==> src/rtl/isar_pkg.sv <==
// ----------------------------------------------------------------------------
// isar_pkg
// Shared types and codes for the interval set block: request and status
// codes, datapath commands and the datapath status bundle.
// ----------------------------------------------------------------------------
`timescale 1ns / 1ps

package isar_pkg;

  // Request codes.
  localparam logic [1:0] REQ_ADD    = 2'd0;
  localparam logic [1:0] REQ_REMOVE = 2'd1;
  localparam logic [1:0] REQ_QUERY  = 2'd2;
  localparam logic [1:0] REQ_BAD    = 2'd3;

  // Result status codes.
  localparam logic [1:0] ST_OK      = 2'd0;
  localparam logic [1:0] ST_FULL    = 2'd1;
  localparam logic [1:0] ST_INVALID = 2'd2;

  // Width of one span bound.
  localparam int unsigned BW = 32;

  // Commands from the controller to the datapath.
  typedef enum logic [2:0] {
    CMD_IDLE,
    CMD_LOAD,
    CMD_SCAN,
    CMD_CALC,
    CMD_SHIFT,
    CMD_FILL,
    CMD_FINISH
  } cmd_t;

  // Status from the datapath to the controller.
  typedef struct packed {
    logic bad;
    logic scan_done;
    logic skip;
    logic shift_done;
    logic fill_done;
  } dp_stat_t;

endpackage

==> src/rtl/isar_ram.sv <==
// ----------------------------------------------------------------------------
// isar_ram
// Generic simple dual-port RAM: one write port, one read port with a
// registered read.
// ----------------------------------------------------------------------------
`timescale 1ns / 1ps

module isar_ram #(
  parameter int unsigned WIDTH = 64,
  parameter int unsigned DEPTH = 64
) (
  input  logic                             clk,
  input  logic                             we,
  input  logic [$clog2(DEPTH > 1 ? DEPTH : 2)-1:0] wr_addr,
  input  logic [WIDTH-1:0]                 wr_data,
  input  logic [$clog2(DEPTH > 1 ? DEPTH : 2)-1:0] rd_addr,
  output logic [WIDTH-1:0]                 rd_data
);

  logic [WIDTH-1:0] mem [DEPTH];

  // Write port and registered read port.
  always_ff @(posedge clk) begin
    if (we) begin
      mem[wr_addr] <= wr_data;
    end
    rd_data <= mem[rd_addr];
  end

endmodule

==> src/rtl/isar_dp.sv <==
// ----------------------------------------------------------------------------
// isar_dp
// Datapath of the interval set: request registers, the table memory, the
// scan accumulators, the splice calculation, the shift and fill engine and
// the result registers.
// ----------------------------------------------------------------------------
`timescale 1ns / 1ps

module isar_dp #(
  parameter int unsigned CAPACITY = 64
) (
  input  logic                       clk,
  input  logic                       rst_n,
  input  isar_pkg::cmd_t             cmd,
  output isar_pkg::dp_stat_t         stat,
  input  logic [1:0]                 in_req_type,
  input  logic signed [31:0]         in_span_start,
  input  logic signed [31:0]         in_span_end,
  output logic                       out_covered,
  output logic [1:0]                 out_status,
  output logic [6:0]                 out_interval_count
);

  localparam int unsigned AW = $clog2(CAPACITY > 1 ? CAPACITY : 2);
  localparam int unsigned CW = $clog2(CAPACITY + 1);
  localparam int unsigned DW = 2 * isar_pkg::BW;

  // Request registers.
  logic [1:0]        req_r;
  logic signed [31:0] s_r, e_r;
  logic [CW-1:0]     count_r;

  // Scan state.
  logic [CW-1:0]     ptr_r;
  logic              rd_v_r;
  logic [CW-1:0]     ci_r, cj_r;
  logic              got_i_r;
  logic signed [31:0] sti_r, ej1_r;

  // Splice plan.
  logic [CW-1:0]     lo_r, dist_r, rem_r, src_r, mv_dst_r;
  logic [1:0]        n_r, fk_r;
  logic signed [31:0] ns0_r, ne0_r, ns1_r, ne1_r;
  logic [CW:0]       total_r;
  logic              full_r, down_r, mv_v_r;

  // Memory ports.
  logic              we;
  logic [AW-1:0]     wr_addr, rd_addr;
  logic [DW-1:0]     wr_data, rd_data;
  logic signed [31:0] rs, re;

  // Plan values.
  logic              hit, lt_s, gt_e;
  logic [CW-1:0]     c_jj;
  logic [1:0]        c_n;
  logic signed [31:0] c_ns0, c_ne0;
  logic [CW:0]       c_base, c_total;
  logic              c_down;
  logic [CW:0]       c_dist;
  logic              icond, jcond;
  logic [CW+6:0]     cnt_ext;
  logic [CW+7:0]     tot_ext;

  isar_ram #(.WIDTH(DW), .DEPTH(CAPACITY)) u_ram (
    .clk     (clk),
    .we      (we),
    .wr_addr (wr_addr),
    .wr_data (wr_data),
    .rd_addr (rd_addr),
    .rd_data (rd_data)
  );

  assign rs = $signed(rd_data[DW-1:isar_pkg::BW]);
  assign re = $signed(rd_data[isar_pkg::BW-1:0]);

  // Per-entry conditions while scanning the sorted table.
  always_comb begin
    icond = 1'b0;
    jcond = 1'b0;
    unique case (req_r)
      isar_pkg::REQ_ADD: begin
        icond = re < s_r;
        jcond = rs <= e_r;
      end
      isar_pkg::REQ_REMOVE: begin
        icond = re <= s_r;
        jcond = rs < e_r;
      end
      default: begin
        jcond = rs <= s_r;
      end
    endcase
  end

  // Splice plan from the scan results.
  always_comb begin
    hit   = ci_r < cj_r;
    lt_s  = sti_r < s_r;
    gt_e  = ej1_r > e_r;
    c_jj  = cj_r;
    c_n   = 2'd0;
    c_ns0 = s_r;
    c_ne0 = e_r;
    if (req_r == isar_pkg::REQ_ADD) begin
      c_n   = 2'd1;
      c_ns0 = (hit && lt_s) ? sti_r : s_r;
      c_ne0 = (hit && gt_e) ? ej1_r : e_r;
      if (!hit) begin
        c_jj = ci_r;
      end
    end else if (!hit) begin
      c_jj = ci_r;
    end else begin
      c_n   = {1'b0, lt_s} + {1'b0, gt_e};
      c_ns0 = lt_s ? sti_r : e_r;
      c_ne0 = lt_s ? s_r : ej1_r;
    end
    c_base  = {1'b0, ci_r} + {{(CW-1){1'b0}}, c_n};
    c_total = {1'b0, count_r} - ({1'b0, c_jj} - {1'b0, ci_r})
              + {{(CW-1){1'b0}}, c_n};
    c_down  = c_base > {1'b0, c_jj};
    c_dist  = c_down ? (c_base - {1'b0, c_jj}) : ({1'b0, c_jj} - c_base);
  end

  // Memory port selection.
  always_comb begin
    rd_addr = ptr_r[AW-1:0];
    we      = 1'b0;
    wr_addr = mv_dst_r[AW-1:0];
    wr_data = rd_data;
    if (cmd == isar_pkg::CMD_SHIFT) begin
      rd_addr = src_r[AW-1:0];
      we      = mv_v_r;
    end else if (cmd == isar_pkg::CMD_FILL) begin
      we      = fk_r < n_r;
      wr_addr = AW'(lo_r + CW'(fk_r));
      wr_data = (fk_r == 2'd0) ? {ns0_r, ne0_r} : {ns1_r, ne1_r};
    end
  end

  assign cnt_ext = {7'd0, count_r};
  assign tot_ext = {7'd0, total_r};

  // Status toward the controller.
  always_comb begin
    stat.bad        = (req_r == isar_pkg::REQ_BAD) || (s_r >= e_r);
    stat.scan_done  = (ptr_r == count_r) && !rd_v_r;
    stat.skip       = full_r || (req_r == isar_pkg::REQ_QUERY);
    stat.shift_done = (rem_r == '0) && !mv_v_r;
    stat.fill_done  = fk_r == n_r;
  end

  // Stored count.
  always_ff @(posedge clk) begin
    if (!rst_n) begin
      count_r <= '0;
    end else if (cmd == isar_pkg::CMD_FINISH && !stat.bad && !stat.skip) begin
      count_r <= total_r[CW-1:0];
    end
  end

  // Request, scan, plan and move registers.
  always_ff @(posedge clk) begin
    unique case (cmd)
      isar_pkg::CMD_LOAD: begin
        req_r   <= in_req_type;
        s_r     <= in_span_start;
        e_r     <= in_span_end;
        ptr_r   <= '0;
        rd_v_r  <= 1'b0;
        ci_r    <= '0;
        cj_r    <= '0;
        got_i_r <= 1'b0;
        full_r  <= 1'b0;
        rem_r   <= '0;
        mv_v_r  <= 1'b0;
        fk_r    <= 2'd0;
        n_r     <= 2'd0;
      end
      isar_pkg::CMD_SCAN: begin
        rd_v_r <= ptr_r != count_r;
        if (ptr_r != count_r) begin
          ptr_r <= ptr_r + 1'b1;
        end
        if (rd_v_r) begin
          if (icond) begin
            ci_r <= ci_r + 1'b1;
          end else if (!got_i_r) begin
            sti_r   <= rs;
            got_i_r <= 1'b1;
          end
          if (jcond) begin
            cj_r  <= cj_r + 1'b1;
            ej1_r <= re;
          end
        end
      end
      isar_pkg::CMD_CALC: begin
        lo_r    <= ci_r;
        n_r     <= c_n;
        ns0_r   <= c_ns0;
        ne0_r   <= c_ne0;
        ns1_r   <= e_r;
        ne1_r   <= ej1_r;
        total_r <= c_total;
        full_r  <= c_total > (CW+1)'(CAPACITY);
        down_r  <= c_down;
        dist_r  <= c_dist[CW-1:0];
        rem_r   <= (c_dist == '0) ? '0 : (count_r - c_jj);
        src_r   <= c_down ? (count_r - 1'b1) : c_jj;
        fk_r    <= 2'd0;
      end
      isar_pkg::CMD_SHIFT: begin
        mv_v_r <= rem_r != '0;
        if (rem_r != '0) begin
          mv_dst_r <= down_r ? (src_r + dist_r) : (src_r - dist_r);
          src_r    <= down_r ? (src_r - 1'b1) : (src_r + 1'b1);
          rem_r    <= rem_r - 1'b1;
        end
      end
      isar_pkg::CMD_FILL: begin
        if (fk_r < n_r) begin
          fk_r <= fk_r + 1'b1;
        end
      end
      default: begin
      end
    endcase
  end

  // Result registers.
  always_ff @(posedge clk) begin
    if (cmd == isar_pkg::CMD_FINISH) begin
      out_covered        <= 1'b0;
      out_status         <= isar_pkg::ST_OK;
      out_interval_count <= cnt_ext[6:0];
      if (stat.bad) begin
        out_status <= isar_pkg::ST_INVALID;
      end else if (req_r == isar_pkg::REQ_QUERY) begin
        out_covered <= (cj_r != '0) && (ej1_r >= e_r);
      end else if (full_r) begin
        out_status <= isar_pkg::ST_FULL;
      end else begin
        out_interval_count <= tot_ext[6:0];
      end
    end
  end

endmodule

==> src/rtl/isar_ctrl.sv <==
// ----------------------------------------------------------------------------
// isar_ctrl
// Controller of the interval set: sequences the scan, plan, shift, fill
// and result phases of one transaction.
// ----------------------------------------------------------------------------
`timescale 1ns / 1ps

module isar_ctrl (
  input  logic                clk,
  input  logic                rst_n,
  input  logic                in_valid,
  output logic                in_stall,
  output logic                out_valid,
  input  logic                out_stall,
  output isar_pkg::cmd_t      cmd,
  input  isar_pkg::dp_stat_t  stat
);

  typedef enum logic [2:0] {
    S_IDLE,
    S_SCAN,
    S_CALC,
    S_SHIFT,
    S_FILL,
    S_FINISH,
    S_RESP
  } state_t;

  state_t state_r, state_nxt;

  // Next state and datapath command.
  always_comb begin
    state_nxt = state_r;
    cmd       = isar_pkg::CMD_IDLE;
    unique case (state_r)
      S_IDLE: begin
        if (in_valid) begin
          cmd       = isar_pkg::CMD_LOAD;
          state_nxt = S_SCAN;
        end
      end
      S_SCAN: begin
        cmd = isar_pkg::CMD_SCAN;
        if (stat.bad) begin
          state_nxt = S_FINISH;
        end else if (stat.scan_done) begin
          state_nxt = S_CALC;
        end
      end
      S_CALC: begin
        cmd       = isar_pkg::CMD_CALC;
        state_nxt = S_SHIFT;
      end
      S_SHIFT: begin
        if (stat.skip) begin
          state_nxt = S_FINISH;
        end else begin
          cmd = isar_pkg::CMD_SHIFT;
          if (stat.shift_done) begin
            state_nxt = S_FILL;
          end
        end
      end
      S_FILL: begin
        cmd = isar_pkg::CMD_FILL;
        if (stat.fill_done) begin
          state_nxt = S_FINISH;
        end
      end
      S_FINISH: begin
        cmd       = isar_pkg::CMD_FINISH;
        state_nxt = S_RESP;
      end
      S_RESP: begin
        if (!out_stall) begin
          state_nxt = S_IDLE;
        end
      end
      default: begin
        state_nxt = S_IDLE;
      end
    endcase
  end

  assign in_stall  = state_r != S_IDLE;
  assign out_valid = state_r == S_RESP;

  // State register.
  always_ff @(posedge clk) begin
    if (!rst_n) begin
      state_r <= S_IDLE;
    end else begin
      state_r <= state_nxt;
    end
  end

endmodule

==> src/rtl/interval_set_add_remove_query.sv <==
// Sequence: a request is loaded and the table is scanned linearly, then the splice
// is planned; a query or a full update goes on to the result, an invalid request goes
// from the scan to the result, and a table update first shifts the moved entries and writes the new ones.
// Transactions: one at a time; the next is accepted only after the result has been
// taken; the linear scan and the one-entry-per-cycle tail shift bound the rate.
// Reset: synchronous, active low; it empties the table (count zero).
// ----------------------------------------------------------------------------
// interval_set_add_remove_query
// Sorted table of disjoint half-open intervals with add, remove and
// coverage query requests.
// ----------------------------------------------------------------------------
`timescale 1ns / 1ps

module interval_set_add_remove_query #(
  parameter int unsigned CAPACITY = 64
) (
  input  logic               clk,
  input  logic               rst_n,
  input  logic               in_valid,
  output logic               in_stall,
  input  logic [1:0]         in_req_type,
  input  logic signed [31:0] in_span_start,
  input  logic signed [31:0] in_span_end,
  output logic               out_valid,
  input  logic               out_stall,
  output logic               out_covered,
  output logic [1:0]         out_status,
  output logic [6:0]         out_interval_count
);

  isar_pkg::cmd_t     cmd;
  isar_pkg::dp_stat_t stat;

  // Controller.
  isar_ctrl u_ctrl (
    .clk       (clk),
    .rst_n     (rst_n),
    .in_valid  (in_valid),
    .in_stall  (in_stall),
    .out_valid (out_valid),
    .out_stall (out_stall),
    .cmd       (cmd),
    .stat      (stat)
  );

  // Datapath.
  isar_dp #(.CAPACITY(CAPACITY)) u_dp (
    .clk                (clk),
    .rst_n              (rst_n),
    .cmd                (cmd),
    .stat               (stat),
    .in_req_type        (in_req_type),
    .in_span_start      (in_span_start),
    .in_span_end        (in_span_end),
    .out_covered        (out_covered),
    .out_status         (out_status),
    .out_interval_count (out_interval_count)
  );

endmodule
==> config.mk <==
export PLATFORM = sky130hd
export DESIGN_NAME = interval_set_add_remove_query
export DESIGN_NICKNAME = d
export VERILOG_FILES = /design/src/rtl/isar_pkg.sv /design/src/rtl/isar_ram.sv /design/src/rtl/isar_dp.sv /design/src/rtl/isar_ctrl.sv /design/src/rtl/interval_set_add_remove_query.sv
export SDC_FILE = /design/constraint.sdc
export NUM_CORES = 2
export LEC_CHECK = 0
export BUFFER_PORTS_ARGS = -buffer_cell sky130_fd_sc_hd__buf_4
export CORE_UTILIZATION = 36
export DETAILED_ROUTE_END_ITERATION = 16
export GPL_TIMING_DRIVEN = 0
export PLACE_DENSITY = 0.52
export SYNTH_ARGS = -nofsm -noshare
export SYNTH_HDL_FRONTEND = slang
export SYNTH_HIERARCHICAL = 1
export SYNTH_SLANG_ARGS = --single-unit
==> constraint.sdc <==
create_clock -name clk -period 13.2 [get_ports clk]
set_clock_uncertainty 0.2 [all_clocks]
set_input_delay 1.32 -clock clk [delete_from_list [all_inputs] [get_ports clk]]
set_output_delay 1.32 -clock clk [all_outputs]
set_load 0.1 [all_outputs]
==> flow_summary.yaml <==
synth:
  ys_warn_count: 6
  syn_inst: 8531
  synth-compound-area-share_pct: 3.80
  synthArstFlopShare_pct: 0
  synth_mux_area_share_pct: 14.3
  synthSimpleGateAreaFrac_pct: 2.36
  syn_area_per_cell_sq_um: 20.8
  post_synth_num_cell_types: 79
  syn-num-nets: 8871
  synth-edff-count: 4432
  synth_top_family_by_area: "multiplexers"
  ys_ff_latch: 4506
  synthesis.area_sq_um: 178000
  synthAdderAreaFrac_pct: 1.97
  ys.flop_type: "edfxtp_1"
  seq_area_frac_synth_pct: 75.7
  synthXorXnorAreaFrac_pct: 0.369
worst_setup_path:
  path_class: "reg -> reg"
  crit_path_max_fanout: 10
  end_kind: "register"
  critPathRequiredTime_ns: 13.73
  cp.arrival_ns: 9.42
  start_kind: "register"
grt:
  grt_pass1_wl_mm: 775
  grt_pass1_vias: 93534
  antenna_found_initial: 70
  grt_use_total_pct: 22.4
  globalRouteOverflowTotal: 0
  grt_start_max_net_pins: 94
layout:
  fin_cells: 16300
  layout_common_cells: "edfxtp_1, mux4_2, clkbuf_16"
  drive_above_1_share_pct: 25.9
  syn2layout_area_growth_pct: 17.8
  fin_nets: 9753
  layout_commonest_cell: "edfxtp_1"
drt:
  post_drt_wl_per_cell_um: 34.9
  drtIter0Drc: 12262
  vias_per_cell: 5.75
  drtPass1Iterations: 6
  drc: 0
  vias: 93737
  drt-total-wl_mm: 569
  ant_nets: 0
cts:
  cts_resized: 0
  cts_inserted_buffers: 461
  ctsHoldBuffers: 0
  cts-root-buf: "clkbuf_16"
  cts.sinks: 4506
  post-cts-setup-buffers: 0
  clk_path_buf_depth: 4
  clk_latency_ns: 1.02
  htreeDepth: 5
  cts_tree: "built"
  path_clk_slew_ns: 0.07
floorplanning:
  initial_utilization_pct: 36.2
  die_h_um: 705
  die_w_um: 705
  dieArea_sq_um: 497000
  ioPinCount: 82
  rows: 257
  core_area_sq_um: 491000
sta:
  worst_slew_pin_slew_ns: 1.61
  hold_violations: 0
  period_share_pct: 67.4
  fin_ws_ns: 4.31
  setup_viol_count_final: 0
  grt_setup_unrepaired: "false"
  max_freq_mhz: 112
  slew_violations: 30
  holdWs_ns: 0.264
  slew_headroom_pct: -7.09
  fin_crit_ns: 8.89
power_and_ir_drop:
  power.leakage_nw: 66.9
  pwr-share-clk_pct: 23.1
  pwr_density_cell_nw_per_um2: 266
  p_int_mw: 34.0
  p_comb_share_pct: 41.8
  power_mw: 55.8
  power_frac_seq_pct: 35.1
  ir_worst_vdd_v: 0.000183
  netSwitchingPower_mw: 21.8
  swShare_pct: 39.0
outcome:
  violations: "max-capacitance violations, max-slew violations"
  outcome: "complete, but fails checks"
place:
  place_inst: 15424
  port_buffers: 81
  routabilityCongestion: 0.912
  place_ws_ns: 4.52
  hpwl_mm: 407
min_path:
  min_path_type: "reg -> reg"
flow_run:
  cap_violations: 4
==> sequential cells by signal, indices dropped and copies added (netlist names), 32 cells and up <==
name,cells
u_dp/s_r,32
u_dp/u_ram/mem,4096
u_dp/ej1_r,32
u_dp/e_r,32
u_dp/ne1_r,32
u_dp/ns1_r,32
u_dp/sti_r,32
u_dp/ns0_r,32
u_dp/u_ram/rd_data,64
u_dp/ne0_r,32
==> final timing paths <==
check	end	cells after the start	start	slack (ns)
hold reg to reg	u_dp/ej1_r[26]	0	u_dp/u_ram/rd_data[26]	0.26
hold / removal	u_dp/ej1_r[26]	0	u_dp/u_ram/rd_data[26]	0.26
setup / recovery	u_dp/rem_r[2]	27	u_dp/s_r[31]	4.31
setup reg to reg	u_dp/rem_r[2]	27	u_dp/s_r[31]	4.31
==> synth_stat cells, types with 46 or more instances <==
library cell / n / area [sq um]
edfxtp_1: 4432 / 133000
mux4_2: 1024 / 23100
nor2_1: 282 / 1060
ha_1: 254 / 3180
nand2_1: 227 / 852
mux2i_1: 226 / 2260
clkbuf_1: 184 / 691
buf_2: 180 / 901
inv_1: 175 / 657
a22oi_1: 169 / 1270
o22ai_1: 122 / 763
a21oi_1: 119 / 596
o21ai_0: 108 / 541
a22o_1: 88 / 771
dfxtp_1: 74 / 1480
a211oi_1: 73 / 548
and3_1: 73 / 457
nand3_1: 69 / 345
xnor2_1: 56 / 490
a21o_1: 46 / 345
==> power by group through the flow <==
stage	sequential [mW]	combinational [mW]	clock [mW]
after floorplan	20.0	12.0	0
after global placement	21.1	21.2	0
after detailed placement	19.9	23.0	0
after CTS	19.6	23.1	13.1
after global routing	19.6	24.3	13.6
final	19.6	23.3	12.9
==> cell type report <==
| cell class | instances | area, sq um |
|---|---|---|
| inverter | 175 | 667 |
| fill | 42231 | 281000 |
| clock inverter | 247 | 2310 |
| multi-input combinational | 3412 | 41800 |
| sequential | 4506 | 135000 |
| buffer | 438 | 2090 |
| tap | 6475 | 8100 |
| timing repair buffer | 419 | 7430 |
| clock buffer | 605 | 12500 |
| antenna | 23 | 57.6 |
==> per-stage QoR <==
step	utilization (%)	TNS (ns)	instance area, sq um
3_3_place_gp	38.0	-637.65	187000
2_1_floorplan	-	0	178000
5_1_grt	42.7	0	209000
3_5_place_dp	39.7	0	195000
4_1_cts	42.7	0	209000
6_report	42.7	0	209000
==> worst max-delay path: stages (launching register included) <==
cell and delay, ns:
edfxtp_1 0.53, inv_1 0.17, ha_1 0.38, nand4_1 0.25
nor4_1 0.81, nand2_1 0.29, a31oi_1 0.42, o32a_1 0.21
buf_2 0.30, clkbuf_1 0.60, inv_1 0.11, ha_1 0.33
a21oi_1 0.43, inv_1 0.10, ha_1 0.23, fa_1 0.44
nand3_1 0.11, xnor2_1 0.13, ha_1 0.26, or3_1 0.41
o21bai_1 0.19, a21oi_1 0.18, mux2_2 0.36, mux2_1 0.37
nor3_1 0.18, and3_1 0.17, clkbuf_1 0.27, o32ai_1 0.15
==> kinds of logic (layout without fill, tap and decap cells) <==
family,after synthesis,after routing
buf+inv,613,1884
mux,1257,1257
simple gates,883,883
xor+xnor,75,75
compound gates,927,927
flops,4506,4506
fa+ha+maj,270,270
other cells,0,23
==> metal layers <==
metal / routed length (um) / vias up / GRT usage [%]
met4: 23700 / 40 / 8.30
met3: 53600 / 886 / 4.85
li1: - / 37487 / -
met2: 261000 / 4593 / 35.0
met1: 230000 / 50731 / 31.0
met5: 270 / - / 0
Note: power is estimated with default switching activity, not from simulation.
